$ cat config.mk
export PLATFORM = sky130hd
export DESIGN_NAME = sorted_unique_port_merge_top
export DESIGN_NICKNAME = d
export VERILOG_FILES = /design/src/hdl/supm_pkg.sv /design/src/hdl/supm_front.sv /design/src/hdl/supm_back.sv /design/src/hdl/sorted_unique_port_merge_top.sv
export VERILOG_INCLUDE_DIRS = /design/src /design/src/hdl
export SDC_FILE = /design/constraint.sdc
export NUM_CORES = 2
export LEC_CHECK = 0
export BUFFER_PORTS_ARGS = -buffer_cell sky130_fd_sc_hd__buf_2
export CAP_MARGIN = 20
export CORE_AREA = 2 2 561 619
export DETAILED_ROUTE_END_ITERATION = 8
export DIE_AREA = 0 0 563 621
export GPL_TIMING_DRIVEN = 1
export RECOVER_POWER = 25
export REMOVE_ABC_BUFFERS = 1
export SETUP_SLACK_MARGIN = 0.02
export SLEW_MARGIN = 20
export SYNTH_ARGS = -nofsm -noshare
export SYNTH_HDL_FRONTEND = slang
export SYNTH_SLANG_ARGS = --single-unit
$ cat constraint.sdc
create_clock -name clk_i -period 28.2 [get_ports clk_i]
set_input_delay 4.23 -clock clk_i [delete_from_list [all_inputs] [get_ports clk_i]]
set_output_delay 4.23 -clock clk_i [all_outputs]
set_load 0.01 [all_outputs]
$ cat src/hdl/sorted_unique_port_merge_top_defines.svh
// Assertion macros shared by the port merge RTL.
`ifndef SORTED_UNIQUE_PORT_MERGE_TOP_DEFINES_SVH
`define SORTED_UNIQUE_PORT_MERGE_TOP_DEFINES_SVH

`ifndef ASSERT_OFF

`define SUPM_ASSERT(lbl, clk, rstn, prop, msg) \
  lbl: assert property (@(posedge clk) disable iff (!(rstn)) (prop)) else $error(msg);

`define SUPM_ASSERT_NEVER(lbl, clk, rstn, cond, msg) \
  lbl: assert property (@(posedge clk) disable iff (!(rstn)) !(cond)) else $error(msg);

`else

`define SUPM_ASSERT(lbl, clk, rstn, prop, msg)

`define SUPM_ASSERT_NEVER(lbl, clk, rstn, cond, msg)

`endif

`endif

$ cat src/hdl/supm_pkg.sv
package supm_pkg;

  localparam int unsigned MaxPortsDef = 64;
  localparam int unsigned PortW       = 16;
  localparam int unsigned UcountW     = 7;
  localparam int unsigned QueueDepth  = 4;
  localparam int unsigned OutDataW    = ((PortW + UcountW + 7) / 8) * 8;

  typedef struct packed {
    logic [PortW-1:0] port;
    logic             last;
    logic             live;
  } supm_item_t;

  typedef struct packed {
    logic [PortW-1:0]   port;
    logic [UcountW-1:0] ucnt;
    logic               empty;
    logic               ovf;
    logic               last;
  } supm_result_t;

  typedef enum logic [1:0] {
    BK_IDLE,
    BK_INS,
    BK_EMIT
  } supm_state_e;

endpackage

$ cat src/hdl/supm_front.sv
`include "sorted_unique_port_merge_top_defines.svh"

module supm_front (
  input  logic                         clk_i,
  input  logic                         rst_ni,
  input  logic                         s_valid_i,
  output logic                         s_ready_o,
  input  logic [supm_pkg::PortW-1:0]   s_port_i,
  input  logic                         s_last_i,
  output logic                         q_valid_o,
  output supm_pkg::supm_item_t         q_item_o,
  input  logic                         q_pop_i
);
  import supm_pkg::*;

  localparam int unsigned PtrW  = $clog2(QueueDepth);
  localparam int unsigned FillW = $clog2(QueueDepth + 1);

  supm_item_t       mem_q [QueueDepth];
  logic [PtrW-1:0]  wr_ptr_q, wr_ptr_d;
  logic [PtrW-1:0]  rd_ptr_q, rd_ptr_d;
  logic [FillW-1:0] fill_q, fill_d;
  logic             push;
  logic             full;
  supm_item_t       item_in;

  assign full      = fill_q == FillW'(QueueDepth);
  assign s_ready_o = !full;
  assign q_valid_o = fill_q != '0;
  assign q_item_o  = mem_q[rd_ptr_q];

  // drop zero ports unless they close the run
  assign item_in.port = s_port_i;
  assign item_in.last = s_last_i;
  assign item_in.live = s_port_i != '0;
  assign push = s_valid_i && !full && (s_last_i || item_in.live);

  always_comb begin
    wr_ptr_d = wr_ptr_q;
    rd_ptr_d = rd_ptr_q;
    fill_d   = fill_q;
    if (push) begin
      wr_ptr_d = (wr_ptr_q == PtrW'(QueueDepth - 1)) ? '0 : wr_ptr_q + 1'b1;
    end
    if (q_pop_i) begin
      rd_ptr_d = (rd_ptr_q == PtrW'(QueueDepth - 1)) ? '0 : rd_ptr_q + 1'b1;
    end
    if (push && !q_pop_i) begin
      fill_d = fill_q + 1'b1;
    end else if (!push && q_pop_i) begin
      fill_d = fill_q - 1'b1;
    end
  end

  always_ff @(posedge clk_i or negedge rst_ni) begin
    if (!rst_ni) begin
      wr_ptr_q <= '0;
      rd_ptr_q <= '0;
      fill_q   <= '0;
    end else begin
      wr_ptr_q <= wr_ptr_d;
      rd_ptr_q <= rd_ptr_d;
      fill_q   <= fill_d;
    end
  end

  always_ff @(posedge clk_i) begin
    if (push) begin
      mem_q[wr_ptr_q] <= item_in;
    end
  end

  `SUPM_ASSERT_NEVER(a_pop_empty, clk_i, rst_ni, q_pop_i && fill_q == '0, "pop from empty queue")
  `SUPM_ASSERT_NEVER(a_fill_range, clk_i, rst_ni, fill_q > FillW'(QueueDepth), "queue fill out of range")

endmodule

$ cat src/hdl/supm_back.sv
`include "sorted_unique_port_merge_top_defines.svh"

module supm_back #(
  parameter int unsigned MaxPorts = supm_pkg::MaxPortsDef
) (
  input  logic                   clk_i,
  input  logic                   rst_ni,
  input  logic                   q_valid_i,
  input  supm_pkg::supm_item_t   q_item_i,
  output logic                   q_pop_o,
  output logic                   res_valid_o,
  input  logic                   res_ready_i,
  output supm_pkg::supm_result_t res_o
);
  import supm_pkg::*;

  localparam int unsigned CntW = $clog2(MaxPorts + 1);

  supm_state_e       state_q, state_d;
  logic [CntW-1:0]   count_q, count_d;
  logic [CntW-1:0]   rem_q, rem_d;
  logic              ovf_q, ovf_d;
  supm_item_t        item_q;
  logic [PortW-1:0]  cell_q [MaxPorts];
  logic [MaxPorts-1:0] gt_q;
  logic [MaxPorts-1:0] eq_q;
  logic              ins;
  logic              shift;
  logic              load_out;
  logic              slot_free;
  logic              dup;
  logic              full;
  logic              out_valid_q, out_valid_d;
  supm_result_t      out_q, out_d;

  assign dup         = |eq_q;
  assign full        = count_q == CntW'(MaxPorts);
  assign slot_free   = !out_valid_q || res_ready_i;
  assign res_valid_o = out_valid_q;
  assign res_o       = out_q;

  always_comb begin
    state_d  = state_q;
    count_d  = count_q;
    rem_d    = rem_q;
    ovf_d    = ovf_q;
    q_pop_o  = 1'b0;
    ins      = 1'b0;
    shift    = 1'b0;
    load_out = 1'b0;
    out_d.port  = (count_q == '0) ? '0 : cell_q[0];
    out_d.ucnt  = UcountW'(count_q);
    out_d.empty = count_q == '0;
    out_d.ovf   = ovf_q;
    out_d.last  = (count_q == '0) || (rem_q == CntW'(1));
    case (state_q)
      BK_IDLE: begin
        if (q_valid_i) begin
          q_pop_o = 1'b1;
          state_d = BK_INS;
        end
      end
      BK_INS: begin
        if (item_q.live && !dup) begin
          ins = 1'b1;
          if (full) begin
            ovf_d = 1'b1;
          end else begin
            count_d = count_q + 1'b1;
          end
        end
        if (item_q.last) begin
          rem_d   = count_d;
          state_d = BK_EMIT;
        end else begin
          state_d = BK_IDLE;
        end
      end
      BK_EMIT: begin
        if (slot_free) begin
          load_out = 1'b1;
          if (count_q == '0) begin
            state_d = BK_IDLE;
          end else begin
            shift = 1'b1;
            rem_d = rem_q - 1'b1;
            if (rem_q == CntW'(1)) begin
              count_d = '0;
              ovf_d   = 1'b0;
              state_d = BK_IDLE;
            end
          end
        end
      end
      default: begin
        state_d = BK_IDLE;
      end
    endcase
  end

  always_comb begin
    out_valid_d = out_valid_q;
    if (load_out) begin
      out_valid_d = 1'b1;
    end else if (res_ready_i) begin
      out_valid_d = 1'b0;
    end
  end

  always_ff @(posedge clk_i or negedge rst_ni) begin
    if (!rst_ni) begin
      state_q     <= BK_IDLE;
      count_q     <= '0;
      rem_q       <= '0;
      ovf_q       <= 1'b0;
      out_valid_q <= 1'b0;
    end else begin
      state_q     <= state_d;
      count_q     <= count_d;
      rem_q       <= rem_d;
      ovf_q       <= ovf_d;
      out_valid_q <= out_valid_d;
    end
  end

  always_ff @(posedge clk_i) begin
    if (load_out) begin
      out_q <= out_d;
    end
    if (q_pop_o) begin
      item_q <= q_item_i;
    end
  end

  for (genvar k = 0; k < MaxPorts; k++) begin : g_cell
    logic [PortW-1:0] prev;
    logic [PortW-1:0] next;

    if (k == 0) begin : g_first
      assign prev = item_q.port;
    end else begin : g_rest
      assign prev = gt_q[k-1] ? cell_q[k-1] : item_q.port;
    end

    if (k == MaxPorts - 1) begin : g_tail
      assign next = cell_q[k];
    end else begin : g_body
      assign next = cell_q[k+1];
    end

    // compare flags against the queue head, then insert or shift down
    always_ff @(posedge clk_i) begin
      if (q_pop_o) begin
        gt_q[k] <= (CntW'(k) >= count_q) || (cell_q[k] > q_item_i.port);
        eq_q[k] <= (CntW'(k) < count_q) && (cell_q[k] == q_item_i.port);
      end
      if (ins) begin
        if (gt_q[k]) begin
          cell_q[k] <= prev;
        end
      end else if (shift) begin
        cell_q[k] <= next;
      end
    end
  end

  `SUPM_ASSERT_NEVER(a_count_range, clk_i, rst_ni, count_q > CntW'(MaxPorts), "store count above capacity")
  `SUPM_ASSERT(a_empty_last, clk_i, rst_ni, out_valid_q && out_q.empty |-> out_q.last, "empty result without last")
  `SUPM_ASSERT(a_rem_live, clk_i, rst_ni, state_q == BK_EMIT && count_q != '0 |-> rem_q != '0, "emit with nothing left")
  `SUPM_ASSERT(a_eq_single, clk_i, rst_ni, state_q == BK_INS |-> $onehot0(eq_q), "port matched twice in store")

endmodule

$ cat src/hdl/sorted_unique_port_merge_top.sv
// Channel   Dir  tdata (low bit up)                         tlast      tuser
// s_axis    in   port_value[15:0]                           last_item  -
// m_axis    out  port_number[15:0], unique_count[22:16], 0  is_last    empty_set, overflow
//
// Each nonzero port passes the sorter as a compare, then an insert;
// zero ports without a last mark are dropped at the input.
// A four-entry queue lets input beats arrive while the sorter inserts or emits.
// After the last beat the set leaves from cell 0, at one beat a cycle while m_axis_tready is high.
// Reset is asynchronous and needs no clearing pass; store cells are not reset.
// A stalled output holds the sorter while it emits; the input stalls only when the queue fills.
module sorted_unique_port_merge_top #(
  parameter int unsigned MAX_PORTS = supm_pkg::MaxPortsDef
) (
  input  logic                          clk_i,
  input  logic                          rst_ni,
  input  logic                          s_axis_tvalid,
  output logic                          s_axis_tready,
  input  logic [supm_pkg::PortW-1:0]    s_axis_tdata,  // port_value
  input  logic                          s_axis_tlast,
  output logic                          m_axis_tvalid,
  input  logic                          m_axis_tready,
  output logic [supm_pkg::OutDataW-1:0] m_axis_tdata,  // port_number, unique_count, pad
  output logic                          m_axis_tlast,
  output logic [1:0]                    m_axis_tuser   // empty_set, overflow
);
  import supm_pkg::*;

  logic         q_valid;
  logic         q_pop;
  supm_item_t   q_item;
  supm_result_t res;

  supm_front u_front (
    .clk_i     (clk_i),
    .rst_ni    (rst_ni),
    .s_valid_i (s_axis_tvalid),
    .s_ready_o (s_axis_tready),
    .s_port_i  (s_axis_tdata),
    .s_last_i  (s_axis_tlast),
    .q_valid_o (q_valid),
    .q_item_o  (q_item),
    .q_pop_i   (q_pop)
  );

  supm_back #(
    .MaxPorts (MAX_PORTS)
  ) u_back (
    .clk_i       (clk_i),
    .rst_ni      (rst_ni),
    .q_valid_i   (q_valid),
    .q_item_i    (q_item),
    .q_pop_o     (q_pop),
    .res_valid_o (m_axis_tvalid),
    .res_ready_i (m_axis_tready),
    .res_o       (res)
  );

  assign m_axis_tdata = {(OutDataW - PortW - UcountW)'(0), res.ucnt, res.port};
  assign m_axis_tlast = res.last;
  assign m_axis_tuser = {res.ovf, res.empty};

endmodule

==> results.md <==
- Traced cell by cell, the critical path runs through buf_2, nor2b_1, a211oi_4, clkbuf_1, buf_4, buf_4, buf_12, a21o_1.
- 50 I/O pins were placed.
- The most numerous cell on the critical path is sky130_fd_sc_hd__buf_4.
- The maximum count of clock buffers along a single path is 3.
- The number of cells on the worst reg-to-reg path is 9.
- The slew at the pin closest to its max-slew limit is between 8 and 9 ns.
- The detail route stage leaves a number of antenna-violating nets equal to 0.
- The register bit total from synthesis is between 1000 and 1500.
- The clock tree synthesis step divided the H-tree into 4 levels.
- The root buffer cell chosen for the clock tree is sky130_fd_sc_hd__clkbuf_16.
- The first-pass iteration count of the detailed router is 6.
- Routability-driven placement finished with a final weighted congestion of just under 0.9.
- For this design, the CTS-stage hold fixing added 0 buffers.
- Synthesis produced 7935 cells.
- The number of placement rows is 226.
- The die boundary width is about 560 um.
- The power spent charging and discharging nets is between 0.004 and 0.005 W.
- The run finished, with violations left.
- The data arrival time at the worst-slack endpoint is 14.57 ns.
- The most common library cell in the layout ignoring fill and taps is sky130_fd_sc_hd__edfxtp_1.
- The final critical path time including I/O delays and setup is about 14 ns.
- The full die area is between 300000 and 400000 um^2.
- The setup skew after layout is 0.0373 ns.
- In the synthesized netlist the async set-or-reset flop fraction comes to between 1.5 and 2%.
- Wires add up to around 260000 um.
- The total of cells resized after clock tree synthesis is 0.
- The combinational family with the most area after synthesis is adder cells.
- Summed over all layers, the global routing overflow is 0.
- The vias per cell is 5.00.
- The kind of cell with the highest combined delay along the critical path is buffers and inverters.
- The post-synthesis compound-gate area fraction is between 10% and 20%.
- The final cell area excluding filler cells is between 90000 and 100000 um^2.
- The first-iteration detailed-routing DRC count is approximately 5500.
- The number of clock buffers inserted by TritonCTS is ~150.
- The detailed placer's ending HPWL is between 150000 and 200000 um.
- Of the cells placed in the final design, the portion with a size suffix greater than 1 is approximately 5.2%.
- The number of antenna violations at the first check in global routing came to 3.
- The number of cells on the worst hold path is 1.
- For this run, the total global-route usage over all layers was measured as approximately 14%.
- Net switching is around 44% of the power.
- The TritonCTS clock tree is built.
- The most frequently used flop master after synthesis is sky130_fd_sc_hd__edfxtp_1.
- The share of synthesized area occupied by flip-flops and latches is 45.3%.
- After detailed routing, the number of remaining DRC violations is 0.
- The via count of the first global-routing pass is ~62000.
- Derived from the worst setup path, the maximum achievable clock frequency is between 70 and 80 MHz.
- Summed over all failing endpoints, the final setup total negative slack is 0 ns.
- The worst reg2reg path startpoint is u_back.count_q[0].
- The combined buffer and inverter count along the critical path is 5.
- Counting flops with a built-in enable in the synthesized netlist gives ~1300.
- The total number of vias is 62100.
- Across all hold checks on the routed design, the worst slack comes to approximately 0.5 ns.
- After synthesis, the share of cell area in mux cells is approximately an eighth.
- In this run the post-CTS setup repair buffer count came out at 0.
- The core region is between 300000 and 400000 um^2.
- The relative slew slack is -490%.
- The largest net degree at the start of global routing is 232.
- The number of input and output port buffers inserted is 48.
- The mapped netlist covers 85400 um^2.
- At the end of the flow the core is filled with cells to roughly 28%.
- The die extent in y is around 620 um.
- The CTS clock-pin slew for the worst setup and hold paths is about 0.06 ns.
- The share of total power dissipated in sequential elements is 33.9%.
- Relative to the synthesized area, the layout overhead comes to 10.9%.
- The capturing point of the worst reg2reg path is u_back.cell_q[0][432].
- STA classifies the critical path endpoint as a flip-flop.
- Combinational logic is responsible for 48.9% of the overall power.
- For hold timing, the worst endpoint is u_front.fill_q[2].
- The startpoint identified for the worst hold timing path is u_front.fill_q[2].
- Dividing total power by cell area gives a power density of approximately 120 nW/um^2.
- The final net count is just under 9000.
- Summing the areas of all xor and xnor instances in the mapped netlist gives less than 1% of the synthesized area.
- The type of element launching the critical path is a primary input.
- For flop-to-flop paths, the worst setup slack is 16.39 ns.
- The internal power consumption is 0.00631 W.
- The worst setup slack before clock tree synthesis is roughly 19 ns.
- For the worst setup path, the data required time is approximately 29 ns.
- The max-capacitance violation count is 30.
- The number of setup violations in the final report is 0.
- The final reports fail on capacitance limit, slew limit.
- The mean routed wirelength per cell is 20.8 um.
- In this run the cell area measured after placement is between 90000 and 100000 um^2.
- The fraction of the mapped netlist area in adder cells is 15.2%.
- The final count of hold timing violations is 0.
- The clock reaches the later pin of the worst-skew pair after slightly above 0.8 ns.
- The minimum setup slack in the final design is 14.08 ns.
- The peak fanout along the critical path is ~230.
- The top cell types in the final layout, fill and taps aside, are 1268 x sky130_fd_sc_hd__edfxtp_1, 1150 x sky130_fd_sc_hd__o21ai_0, 1091 x sky130_fd_sc_hd__nand2_1, 1036 x sky130_fd_sc_hd__ha_1, 993 x sky130_fd_sc_hd__mux2i_1.
- The number of different library cells used by synthesis comes to between 70 and 80.
- The critical path in this run is classified as in2reg.
- The number of max-slew violations in the final report is roughly 1600.
- The worst vdd rail ir drop is slightly below 0.1 mV.
- The largest incremental delay on the critical path is a little over 6 ns.
- The clock network is responsible for between 10% and 20% of the overall power.
- Setup repair after global routing left no endpoint under its margin.
- The total leakage power is a little over 40 nW.
- Each instance of the synthesized netlist takes up on average between 10 and 15 um^2.
- Among all stages on the critical path, the largest delay is contributed by sky130_fd_sc_hd__clkbuf_1.
- The number of sinks on the clock net is 1293.
- The first global-routing pass estimated ~390000 um of wire.
- The initial cell density of the core is between 20% and 30%.
- The warning count from the yosys run is 0.
- The worst hold path belongs to the class reg2reg.
- The fraction of the mapped netlist area in simple logic gates is between 10% and 20%.
- The portion of the clock cycle consumed by the worst path in the final layout is between 50% and 60%.
kinds of logic (layout without fill, tap and decap cells):
family,count (synthesis),in the layout
AOI/OAI and AO/OA,2039,2039
and+or+nand+nor,1885,1885
DFF,1293,1293
adders and majority gates,1037,1037
muxes,1030,1030
buffers and inverters,642,558
xor gates and xnor gates,8,8
other,1,5
cell type report:
| class | count | area (um^2) |
|---|---|---|
| multi-input combinational | 6000 | 44100 |
| tap | 4560 | 5710 |
| inverter | 126 | 509 |
| antenna | 4 | 10.0 |
| sequential | 1293 | 38700 |
| clock inverter | 86 | 773 |
| clock buffer | 184 | 3940 |
| timing repair buffer | 162 | 990 |
| fill | 35900 | 249000 |
registers in the layout (all words and copies together), names as in the netlist:
register	flops
u_back.cell_q	1024
u_front.fill_q	3
u_back.res_valid_o	1
u_back.item_q	2
u_front.mem_q	72
u_back.count_q	7
u_back.rem_q	7
u_front.wr_ptr_q	2
u_back.eq_q	64
u_back.gt_q	64
u_back.ovf_q	1
u_back.g_cell.prev	16
u_back.res_o	26
u_back.state_q	2
u_front.rd_ptr_q	2
routing by layer:
metal	routed length, um	vias to the layer above	track usage (%)
li1	-	29500	-
met1	114000	30500	18.9
met2	120000	1698	23.7
met3	13300	418	1.79
met4	9820	0	5.40
met5	0	-	0
stage by stage:
step,total power [W],instances
finish,0.0113,12400
global route,0.0121,12400
CTS,0.0112,12400
detailed placement,0.00926,12100
global placement,0.00910,12100
floorplan,0.00779,7419
cell usage after synthesis (5+ instances only):
library cell	number	area share, %
sky130_fd_sc_hd__a22o_1	6	0.062
sky130_fd_sc_hd__nand2_1	1091	4.8
sky130_fd_sc_hd__inv_1	126	0.55
sky130_fd_sc_hd__a211oi_1	11	0.097
sky130_fd_sc_hd__edfxtp_1	1268	45
sky130_fd_sc_hd__nor2_1	157	0.69
sky130_fd_sc_hd__buf_1	11	0.048
sky130_fd_sc_hd__mux2i_1	993	12
sky130_fd_sc_hd__ha_1	1036	15
sky130_fd_sc_hd__a21oi_1	282	1.7
sky130_fd_sc_hd__nor4b_1	8	0.082
sky130_fd_sc_hd__clkbuf_1	368	1.6
sky130_fd_sc_hd__mux4_2	18	0.47
sky130_fd_sc_hd__nor4_1	44	0.32
sky130_fd_sc_hd__o31ai_1	13	0.11
sky130_fd_sc_hd__nor3_1	42	0.25
sky130_fd_sc_hd__o211ai_1	9	0.079
sky130_fd_sc_hd__dfrtp_1	25	0.73
sky130_fd_sc_hd__mux2_2	19	0.25
sky130_fd_sc_hd__a31oi_1	10	0.073
sky130_fd_sc_hd__nand3_1	33	0.19
sky130_fd_sc_hd__o311a_1	5	0.059
sky130_fd_sc_hd__o21ai_0	1150	6.7
sky130_fd_sc_hd__and3_1	10	0.073
sky130_fd_sc_hd__nand2b_1	36	0.26
sky130_fd_sc_hd__buf_2	135	0.79
sky130_fd_sc_hd__nor4bb_1	13	0.15
sky130_fd_sc_hd__and4_1	11	0.11
sky130_fd_sc_hd__o22ai_1	25	0.18
sky130_fd_sc_hd__nand4_1	245	1.8
sky130_fd_sc_hd__or3_1	8	0.059
sky130_fd_sc_hd__a21o_1	386	3.4
sky130_fd_sc_hd__o22a_1	10	0.10
sky130_fd_sc_hd__a2111oi_0	23	0.24
sky130_fd_sc_hd__o2bb2ai_1	15	0.15
sky130_fd_sc_hd__and2_1	28	0.21
sky130_fd_sc_hd__o21a_1	62	0.54
sky130_fd_sc_hd__or2_2	44	0.32
sky130_fd_sc_hd__nor2b_1	105	0.77
worst max path at each step:
| stage | from | cells after the start | end |
|---|---|---|---|
| 2_1_floorplan | m_axis_tready | 3 | u_back.cell_q[0][100] |
| 3_3_place_gp | m_axis_tready | 9 | u_back.cell_q[1][456] |
| 3_5_place_dp | m_axis_tready | 9 | u_back.cell_q[1][473] |
| 4_1_cts | m_axis_tready | 9 | u_back.cell_q[1][460] |
| 5_1_grt | m_axis_tready | 8 | u_back.cell_q[0][432] |
| 6_report | m_axis_tready | 8 | u_back.cell_q[0][432] |
worst register-to-register path: cells and delay by family, from the launching register on:
kind	cells	cell delay, ns
adder cells (fa/ha/maj)	1	0.35
AO/OA/AOI/OAI	2	1.03
AND/OR/NAND/NOR	1	0.26
flip-flops	1	0.54
buffers and inverters	5	9.25
power by group through the flow:
stage / Clock [W] / Combinational (W) / Sequential [W]
after floorplan: 0 / 0.00439 / 0.00340
after global placement: 0 / 0.00529 / 0.00382
after CTS: 0.00197 / 0.00548 / 0.00378
after detailed placement: 0 / 0.00545 / 0.00381
after global routing: 0.00204 / 0.00621 / 0.00388
final: 0.00194 / 0.00551 / 0.00382
Note: power is estimated with default switching activity, not from simulation.
